`config.mk`:
```
export PLATFORM = sky130hd
export DESIGN_NAME = multiplicative_congruential_uniform
export DESIGN_NICKNAME = d
export VERILOG_FILES = /design/src/rtl/mcu_pkg.sv /design/src/rtl/mcu_datapath.sv /design/src/rtl/mcu_ctrl.sv /design/src/rtl/multiplicative_congruential_uniform.sv
export VERILOG_INCLUDE_DIRS = /design/src /design/src/rtl
export SDC_FILE = /design/constraint.sdc
export NUM_CORES = 2
export LEC_CHECK = 0
export BUFFER_PORTS_ARGS = -buffer_cell sky130_fd_sc_hd__buf_4
export CELL_PAD_IN_SITES_DETAIL_PLACEMENT = 1
export CELL_PAD_IN_SITES_GLOBAL_PLACEMENT = 2
export CORE_UTILIZATION = 44
export DETAILED_ROUTE_END_ITERATION = 8
export PLACE_DENSITY = 0.92
export SYNTH_ARGS = -nofsm -noshare
export SYNTH_HDL_FRONTEND = slang
export SYNTH_SLANG_ARGS = --single-unit
```
`constraint.sdc`:
```
create_clock -name clk -period 20.4 [get_ports clk]
set_clock_uncertainty 0.1 [all_clocks]
set_input_delay 1.02 -clock clk [delete_from_list [all_inputs] [get_ports clk]]
set_output_delay 1.02 -clock clk [all_outputs]
set_load 0.05 [all_outputs]
```
`src/rtl/multiplicative_congruential_uniform_assert.svh`:
```
// Assertion macros shared by the uniform generator RTL.
// Included by the modules that check their own sequencing.
`ifndef MULTIPLICATIVE_CONGRUENTIAL_UNIFORM_ASSERT_SVH
`define MULTIPLICATIVE_CONGRUENTIAL_UNIFORM_ASSERT_SVH

// The consequent must hold in the same cycle as the antecedent.
`define MCU_ASSERT_NOW(label, clk, rst, ante, cons, msg) \
  label: assert property (@(posedge clk) disable iff (rst) (ante) |-> (cons)) else $error(msg);

// The consequent must hold in the cycle after the antecedent.
`define MCU_ASSERT_NEXT(label, clk, rst, ante, cons, msg) \
  label: assert property (@(posedge clk) disable iff (rst) (ante) |=> (cons)) else $error(msg);

`endif

```
`src/rtl/mcu_pkg.sv`:
```
// Shared constants and controller/datapath interface types for the
// multiplicative congruential uniform generator. No dependencies.
package mcu_pkg;

  localparam int STATE_W = 64;
  localparam int HALF_W = STATE_W / 2;
  localparam int MULT_W = 31;
  localparam int RUN_W = 16;
  localparam int FRACTION_W = 32;
  localparam int DEF_FRACTION_BITS = 32;

  localparam int CFG_IDX_W = 2;
  localparam int CFG_DATA_W = 64;

  localparam logic [CFG_IDX_W-1:0] REG_MULTIPLIER = 2'd0;
  localparam logic [CFG_IDX_W-1:0] REG_MODULUS = 2'd1;
  localparam logic [CFG_IDX_W-1:0] REG_RUN_LENGTH = 2'd2;

  localparam logic [MULT_W-1:0] RST_MULTIPLIER = 31'd16807;
  localparam logic [STATE_W-1:0] RST_MODULUS = 64'd2147483647;
  localparam logic [RUN_W-1:0] RST_RUN_LENGTH = 16'd100;
  localparam logic [STATE_W-1:0] RST_STATE = 64'd1;

  localparam logic MODE_LOAD = 1'b0;
  localparam logic MODE_DRAW = 1'b1;

  typedef struct packed {
    logic load_seed;
    logic mul_lo;
    logic mul_hi;
    logic rem_step;
    logic save_state;
    logic frac_step;
    logic push;
  } cmd_t;

  typedef struct packed {
    logic mod_zero;
    logic can_push;
  } status_t;

endpackage

```
`src/rtl/mcu_datapath.sv`:
```
// Datapath of the uniform generator: configuration registers, shared
// multiplier, bit-serial remainder/divide unit and output register.
// Depends on mcu_pkg and the assertion macro header.
module mcu_datapath #(
  parameter int FRACTION_BITS = mcu_pkg::DEF_FRACTION_BITS
) (
  input  logic                            clk,
  input  logic                            rst,
  input  logic                            cfg_write,
  input  logic [mcu_pkg::CFG_IDX_W-1:0]   cfg_index,
  input  logic [mcu_pkg::CFG_DATA_W-1:0]  cfg_data,
  input  logic [mcu_pkg::STATE_W-1:0]     seed_value,
  input  mcu_pkg::cmd_t                   cmd,
  output mcu_pkg::status_t                status,
  input  logic                            out_stall,
  output logic                            out_valid,
  output logic [mcu_pkg::STATE_W-1:0]     state_value,
  output logic [mcu_pkg::FRACTION_W-1:0]  fraction,
  output logic                            last
);
  import mcu_pkg::*;
  `include "multiplicative_congruential_uniform_assert.svh"

  localparam int SHIFT = STATE_W - FRACTION_BITS;

  logic [MULT_W-1:0] mult;
  logic [STATE_W-1:0] modulus;
  logic [RUN_W-1:0] run_length;
  logic [STATE_W-1:0] gstate;
  logic [STATE_W-1:0] acc;
  logic [STATE_W-1:0] rem;
  logic [FRACTION_BITS-1:0] quo;
  logic [RUN_W-1:0] count;

  logic [HALF_W-1:0] mul_in;
  logic [MULT_W+HALF_W-1:0] prod_part;
  logic [STATE_W:0] trial;
  logic [STATE_W:0] diff;
  logic fits;
  logic [STATE_W-1:0] rem_next;
  logic [RUN_W:0] count_inc;
  logic run_end;
  logic mod_zero;
  logic [STATE_W-1:0] frac_top;
  logic [FRACTION_W-1:0] frac_out;

  assign mul_in = cmd.mul_hi ? gstate[STATE_W-1:HALF_W] : gstate[HALF_W-1:0];
  assign prod_part = mult * mul_in;

  assign trial = {rem, cmd.rem_step ? acc[STATE_W-1] : 1'b0};
  assign diff = trial - {1'b0, modulus};
  assign fits = trial >= {1'b0, modulus};
  assign rem_next = fits ? diff[STATE_W-1:0] : trial[STATE_W-1:0];

  assign count_inc = {1'b0, count} + 1'b1;
  assign run_end = count_inc >= {1'b0, run_length};

  assign mod_zero = modulus == '0;
  assign frac_top = gstate >> SHIFT;
  assign frac_out = mod_zero ? FRACTION_W'(frac_top) : FRACTION_W'(quo);

  assign status.mod_zero = mod_zero;
  assign status.can_push = !out_valid || !out_stall;

  always_ff @(posedge clk) begin
    if (rst) begin
      mult <= RST_MULTIPLIER;
      modulus <= RST_MODULUS;
      run_length <= RST_RUN_LENGTH;
    end else if (cfg_write) begin
      case (cfg_index)
        REG_MULTIPLIER: mult <= cfg_data[MULT_W-1:0];
        REG_MODULUS: modulus <= cfg_data[STATE_W-1:0];
        REG_RUN_LENGTH: run_length <= cfg_data[RUN_W-1:0];
        default: ;
      endcase
    end
  end

  always_ff @(posedge clk) begin
    if (rst) begin
      gstate <= RST_STATE;
      count <= '0;
      out_valid <= 1'b0;
    end else begin
      if (cmd.load_seed) begin
        gstate <= seed_value;
        count <= '0;
      end else if (cmd.save_state) begin
        gstate <= mod_zero ? acc : rem;
      end
      if (cmd.push) begin
        count <= run_end ? '0 : count_inc[RUN_W-1:0];
        out_valid <= 1'b1;
      end else if (out_valid && !out_stall) begin
        out_valid <= 1'b0;
      end
    end
  end

  always_ff @(posedge clk) begin
    if (cmd.mul_lo) begin
      acc <= STATE_W'(prod_part);
    end else if (cmd.mul_hi) begin
      acc <= acc + {prod_part[HALF_W-1:0], {HALF_W{1'b0}}};
    end else if (cmd.rem_step) begin
      acc <= acc << 1;
    end
    if (cmd.mul_hi) begin
      rem <= '0;
    end else if (cmd.rem_step || cmd.frac_step) begin
      rem <= rem_next;
    end
    if (cmd.frac_step) begin
      quo <= {quo[FRACTION_BITS-2:0], fits};
    end
    if (cmd.push) begin
      state_value <= gstate;
      fraction <= frac_out;
      last <= run_end;
    end
  end

  `MCU_ASSERT_NEXT(a_state_reduced, clk, rst, cmd.save_state && !mod_zero, gstate < modulus, "saved state is not below the modulus")
  `MCU_ASSERT_NOW(a_push_room, clk, rst, cmd.push && out_valid, !out_stall, "result pushed over a stalled beat")
  `MCU_ASSERT_NEXT(a_seed_loaded, clk, rst, cmd.load_seed, count == '0, "run counter not cleared by a seed load")

endmodule

```
`src/rtl/mcu_ctrl.sv`:
```
// Sequencer of the uniform generator: input handshake, multiply, remainder
// and fraction iterations, and the push into the output register.
// Depends on mcu_pkg and the assertion macro header.
module mcu_ctrl #(
  parameter int FRACTION_BITS = mcu_pkg::DEF_FRACTION_BITS
) (
  input  logic             clk,
  input  logic             rst,
  input  logic             in_valid,
  input  logic             mode,
  output logic             in_stall,
  input  mcu_pkg::status_t status,
  output mcu_pkg::cmd_t    cmd
);
  import mcu_pkg::*;
  `include "multiplicative_congruential_uniform_assert.svh"

  localparam int ITER_W = $clog2(STATE_W > FRACTION_BITS ? STATE_W : FRACTION_BITS);

  typedef enum logic [6:0] {
    S_IDLE   = 7'b0000001,
    S_MUL_LO = 7'b0000010,
    S_MUL_HI = 7'b0000100,
    S_REM    = 7'b0001000,
    S_SAVE   = 7'b0010000,
    S_FRAC   = 7'b0100000,
    S_PUSH   = 7'b1000000
  } state_t;

  state_t state;
  state_t state_next;
  logic [ITER_W-1:0] iter;
  logic [ITER_W-1:0] iter_next;

  assign in_stall = state != S_IDLE;

  always_comb begin
    state_next = state;
    iter_next = iter;
    cmd = '0;
    case (state)
      S_IDLE: begin
        if (in_valid) begin
          if (mode == MODE_DRAW) begin
            state_next = S_MUL_LO;
          end else begin
            cmd.load_seed = 1'b1;
          end
        end
      end
      S_MUL_LO: begin
        cmd.mul_lo = 1'b1;
        state_next = S_MUL_HI;
      end
      S_MUL_HI: begin
        cmd.mul_hi = 1'b1;
        if (status.mod_zero) begin
          state_next = S_SAVE;
        end else begin
          state_next = S_REM;
          iter_next = ITER_W'(STATE_W - 1);
        end
      end
      S_REM: begin
        cmd.rem_step = 1'b1;
        if (iter == '0) begin
          state_next = S_SAVE;
        end else begin
          iter_next = iter - 1'b1;
        end
      end
      S_SAVE: begin
        cmd.save_state = 1'b1;
        if (status.mod_zero) begin
          state_next = S_PUSH;
        end else begin
          state_next = S_FRAC;
          iter_next = ITER_W'(FRACTION_BITS - 1);
        end
      end
      S_FRAC: begin
        cmd.frac_step = 1'b1;
        if (iter == '0) begin
          state_next = S_PUSH;
        end else begin
          iter_next = iter - 1'b1;
        end
      end
      S_PUSH: begin
        if (status.can_push) begin
          cmd.push = 1'b1;
          state_next = S_IDLE;
        end
      end
      default: begin
        state_next = S_IDLE;
      end
    endcase
  end

  always_ff @(posedge clk) begin
    if (rst) begin
      state <= S_IDLE;
      iter <= '0;
    end else begin
      state <= state_next;
      iter <= iter_next;
    end
  end

  `MCU_ASSERT_NEXT(a_draw_starts, clk, rst, state == S_IDLE && in_valid && mode == MODE_DRAW, state == S_MUL_LO, "accepted draw did not start the multiply")
  `MCU_ASSERT_NEXT(a_rem_ends, clk, rst, state == S_REM && iter == '0, state == S_SAVE, "remainder pass did not end after its last step")
  `MCU_ASSERT_NEXT(a_push_idle, clk, rst, cmd.push, state == S_IDLE && !in_stall, "sequencer did not return to idle after a push")

endmodule

```
`src/rtl/multiplicative_congruential_uniform.sv`:
```
// Multiplicative congruential uniform generator with a seed-load channel,
// a result channel and a plain configuration write port.
// Top level; depends on mcu_pkg, mcu_ctrl and mcu_datapath.
//
// Usage: an input beat with mode 0 loads seed_value into the generator state
// and clears the run counter; it gives no result. A beat
// with mode 1 draws one number: state = (multiplier * state mod 2^64) mod
// modulus, with fraction = floor(state * 2^FRACTION_BITS / modulus) and last
// set on the final draw of each run of run_length draws.
// A draw accepts the beat, runs the multiply (one 31x32 multiplier used twice),
// a bit-serial remainder pass over the 64-bit product and a divide pass of
// FRACTION_BITS quotient bits (one restoring subtractor, one bit per cycle),
// then saves the new state and pushes the result into the output register.
// A zero modulus is taken as 2^64 and skips both serial passes. in_stall is low
// only while no draw is in progress. The finished beat sits in an output
// register, so the next draw runs while it waits; if out_stall is still high
// when that draw ends, the sequencer holds it until the register frees. Reset
// restores multiplier 16807, modulus 2147483647, run_length 100, state 1 and
// run counter 0. Write configuration only idle.
module multiplicative_congruential_uniform #(
  parameter int FRACTION_BITS = mcu_pkg::DEF_FRACTION_BITS
) (
  input  logic                            clk,
  input  logic                            rst,
  input  logic                            cfg_write,
  input  logic [mcu_pkg::CFG_IDX_W-1:0]   cfg_index,
  input  logic [mcu_pkg::CFG_DATA_W-1:0]  cfg_data,
  input  logic                            in_valid,
  output logic                            in_stall,
  input  logic                            mode,
  input  logic [mcu_pkg::STATE_W-1:0]     seed_value,
  output logic                            out_valid,
  input  logic                            out_stall,
  output logic [mcu_pkg::STATE_W-1:0]     state_value,
  output logic [mcu_pkg::FRACTION_W-1:0]  fraction,
  output logic                            last
);
  import mcu_pkg::*;

  cmd_t cmd;
  status_t status;

  mcu_ctrl #(
    .FRACTION_BITS(FRACTION_BITS)
  ) u_ctrl (
    .clk      (clk),
    .rst      (rst),
    .in_valid (in_valid),
    .mode     (mode),
    .in_stall (in_stall),
    .status   (status),
    .cmd      (cmd)
  );

  mcu_datapath #(
    .FRACTION_BITS(FRACTION_BITS)
  ) u_datapath (
    .clk         (clk),
    .rst         (rst),
    .cfg_write   (cfg_write),
    .cfg_index   (cfg_index),
    .cfg_data    (cfg_data),
    .seed_value  (seed_value),
    .cmd         (cmd),
    .status      (status),
    .out_stall   (out_stall),
    .out_valid   (out_valid),
    .state_value (state_value),
    .fraction    (fraction),
    .last        (last)
  );

endmodule
```
==> impl_metrics.csv <==
group,metric,value,unit
synth,synth_seq_area_share,19.67,%
synth,synth_adder_area_share,38.75,%
route,drt_iter0_markers,3337,
critical_path,crit_arrival,11.58,ns
timing,max_freq,89.30,MHz
power,p_per_area,77.93,mW/mm^2
timing,finalHoldViolations,0,
clock_tree,clockRootBuffer,"clkbuf_16",
clock_tree,cts_tree,"done",
clock_tree,postCtsHoldBufs,0,
route,drt-met1-wl,83940,um
cells_and_area,finalNetCount,7848,
power,p_switching,2.244,mW
power,p_seq_share,22.8,%
synth,synth_most_common_cell,"nand2_1",
clock_tree,ctsResizeCount,0,
route,wl_met3,10420,um
power,power.internal,2.553,mW
synth,synth-compound-area-share,11.09,%
grt,antenna_found_initial,6,
floorplan,core-area,0.1278,mm^2
power,netSwitchingFraction,46.79,%
critical_path,reg2reg_to,"u_datapath.acc[62]",
cells_and_area,multi_input_area,0.04046,mm^2
floorplan,num_rows,131,
critical_path,cp.required,20.78,ns
cells_and_area,seq_area,0.01119,mm^2
synth,synth_top_area_cell,"fa_1",
timing,tightest_slew,1.194,ns
route,postRouteAntennaNets,0,
synth,ys_top_cells_by_count,"nand2_1, inv_1, fa_1",
route,highest_layer,"met5",
cells_and_area,fillCellCount,14990,
synth,synth_edf_count,192,
synth,muxShareOfSynthArea,1.965,%
timing,slew_headroom,19.76,%
place,io_buffers,234,
floorplan,dieHeight,361.3,um
route,detail_route.wl_per_cell,23.83,um
place,dp_hpwl,153800,um
synth,synth_top_family_by_area,"adder cells",
critical_path,endpoint_kind,"register",
power,peakVddDrop,0.00007012,V
route,met2RoutedLength,94240,um
clock_tree,h-tree-depth,2,
clock_tree,clk_pin_slew_worst_paths,0.06,ns
critical_path,endpoint,"u_datapath.acc[62]",
critical_path,crit_family,"adder cells",
timing,finalCritPeriodShare,54.89,%
timing,drv_slew,0,
cells_and_area,area_growth,8.396,%
cells_and_area,layout-drive-gt1-share,7.322,%
synth,synth_xor_xnor_area_share,2.360,%
critical_path,start_kind,"register",
timing,finalSetupViolations,0,
critical_path,crit_start,"u_ctrl.state[1]",
critical_path,cpMostUsedCell,"fa_1",
timing,min_period,11.20,ns
critical_path,r2r-start,"u_ctrl.state[1]",
synth,synth_simple_gate_area_share,16.95,%
critical_path,critical_path_buf_inv_count,6,
clock_tree,clock_latency,0.62,ns
timing,finalSetupTns,0,ns
route,routed_wl,195000,um
power,p_leak,27.33,nW
floorplan,die_area,0.1305,mm^2
grt,grt_pass1_vias,50740,
critical_path,critical-path-slowest-cell,"and3_2",
synth,yosysUniqueCellTypes,81,
synth,syn_inst,6488,
critical_path,reg2reg_depth,36,
timing,rsz0062_at_grt,"no",
outcome,status,"finished, final reports clean",
synth,synth_area,0.05679,mm^2
cells_and_area,utilization,48.15,%
synth,yosys_warnings,0,
run,maxCapViolCount,0,
grt,gr-usage-all-layers,30.18,%
clock_tree,cts_made_buffers,51,
route,num_vias,46450,
route,drc,0,
route,firstDrtPassIters,5,
power,comb_power_share,57.6,%
floorplan,die_x,361.3,um
floorplan,io_pins,235,
critical_path,crit_type,"register to register",
synth,ys_ff_latch,462,
clock_tree,clock_path_buffers,3,
min_path,holdPathStages,2,
clock_tree,post_cts.repair.setup_buffers,0,
synth,async_flop_share,0,%
critical_path,slowest_delay,0.75,ns
grt,grt.overflow.total,0,
floorplan,start_util,44.42,%
synth,avgSynthCellArea,8.753,um^2
route,vias_per_cell,5.677,
power,power_frac_clock,19.5,%
place,gp_congestion,0.9707,
critical_path,cp_num_cells,36,
critical_path,critPathMaxFanout,36,
synth,synth_flop_cell,"dfxtp_1",
min_path,hold_path_class,"register to register",
synth,synth.net_count,7862,
grt,grt_max_degree,115,
synth,netlist.area_leader.share,30.60,%
critical_path,timing.reg2reg.setup_slack,9.20,ns
grt,grt_pass1_wl,303900,um
synth,synthTopCellsByArea,"fa_1, edfxtp_1, dfxtp_1",
clock_tree,clock_sinks,462,
==> final cells by class <==
| cell class | count | area share (%) |
|---|---|---|
| inverter | 1002 | 6.110 |
| tap | 1662 | 3.378 |
| antenna | 6 | 0.02439 |
| clock buffer | 74 | 2.348 |
| timing repair buffer | 319 | 3.896 |
| clock inverter | 20 | 0.3333 |
| multi-input combinational | 4638 | 65.73 |
| sequential | 462 | 18.18 |
==> state kept, by name (all words and copies together) (netlist names) <==
signal,count
u_ctrl.iter,6
u_ctrl.state,7
u_datapath.acc,64
u_datapath.count,16
u_datapath.fraction,32
u_datapath.gstate,64
u_datapath.last,1
u_datapath.modulus,64
u_datapath.mult,31
u_datapath.out_valid,1
u_datapath.quo,32
u_datapath.rem,64
u_datapath.run_length,16
u_datapath.state_value,64
==> worst reg2reg max path, delay by kind of cell, from the launching register on <==
kind                     cells  cell delay [ns]
adder cells (fa/ha/maj)     10             4.66
flip-flops                   1             0.37
AO/OA/AOI/OAI               13             2.96
buffers and inverters        6             0.79
XOR/XNOR                     1             0.30
AND/OR/NAND/NOR              6             1.87
==> power groups by stage <==
stage               registers, mW  logic [mW]  clock network, mW
finish                       1.10        2.76              0.938
global route                 1.10        3.06              0.984
CTS                          1.09        2.75              0.951
detailed placement           1.11        2.71                  0
global placement             1.11        2.64                  0
floorplan                    1.07        1.91                  0
==> per-stage QoR <==
step                      hold slack, ns  instances  cell area, um^2  worst slack (ns)  power (mW)
after detailed placement          0.3362       8083            59890             9.346       3.822
after floorplan                   0.3222       6488            56790             10.66       2.983
final                             0.3495       8183            61560             9.202       4.797
after global placement            0.3257       8083            59890             9.537       3.749
after global routing              0.3654       8182            61560             8.614       5.143
after CTS                         0.3523       8177            61540             9.264       4.791
==> kinds of logic after synthesis <==
| logic type | count (synthesis) |
|---|---|
| AND/OR/NAND/NOR | 2163 |
| buffers and inverters | 1388 |
| adder cells (fa/ha/maj) | 1238 |
| AO/OA/AOI/OAI | 977 |
| flip-flops | 462 |
| XOR/XNOR | 153 |
| multiplexers | 107 |
==> worst min-delay path by stage <==
stage          slack (ns)             endpoint                start
6_report             0.35  u_datapath.mult[22]  u_datapath.mult[22]
5_1_grt              0.37    u_datapath.quo[8]    u_datapath.quo[7]
4_1_cts              0.35  u_datapath.mult[22]  u_datapath.mult[22]
3_5_place_dp         0.34   u_datapath.quo[10]    u_datapath.quo[9]
3_3_place_gp         0.33   u_datapath.quo[30]   u_datapath.quo[29]
2_1_floorplan        0.32   u_datapath.quo[10]    u_datapath.quo[9]
==> metal layers <==
metal	vias up	global-route usage, %
li1	20630	-
met1	24220	40.85
met2	1309	50.78
met3	295	3.260
met4	2	9.214
met5	-	0
==> cells in the final DEF, fill, tap and decap left out, types with 44 or more instances in the layout <==
master / netlist / routed
fa_1: 868 / 868
dfxtp_1: 270 / 254
clkbuf_16: 0 / 53
nand2_1: 1226 / 1226
edfxtp_1: 192 / 192
a211oi_1: 97 / 97
a211o_1: 44 / 44
ha_1: 370 / 370
mux2i_1: 71 / 71
a21o_1: 92 / 92
and2_1: 316 / 316
xnor2_1: 87 / 87
nor2_1: 298 / 297
xor2_1: 66 / 66
a21oi_1: 347 / 345
nand3_1: 99 / 98
buf_4: 1 / 318
inv_1: 1001 / 1001
o21ai_0: 124 / 124
No activity file was read; power rests on OpenSTA's default activity.
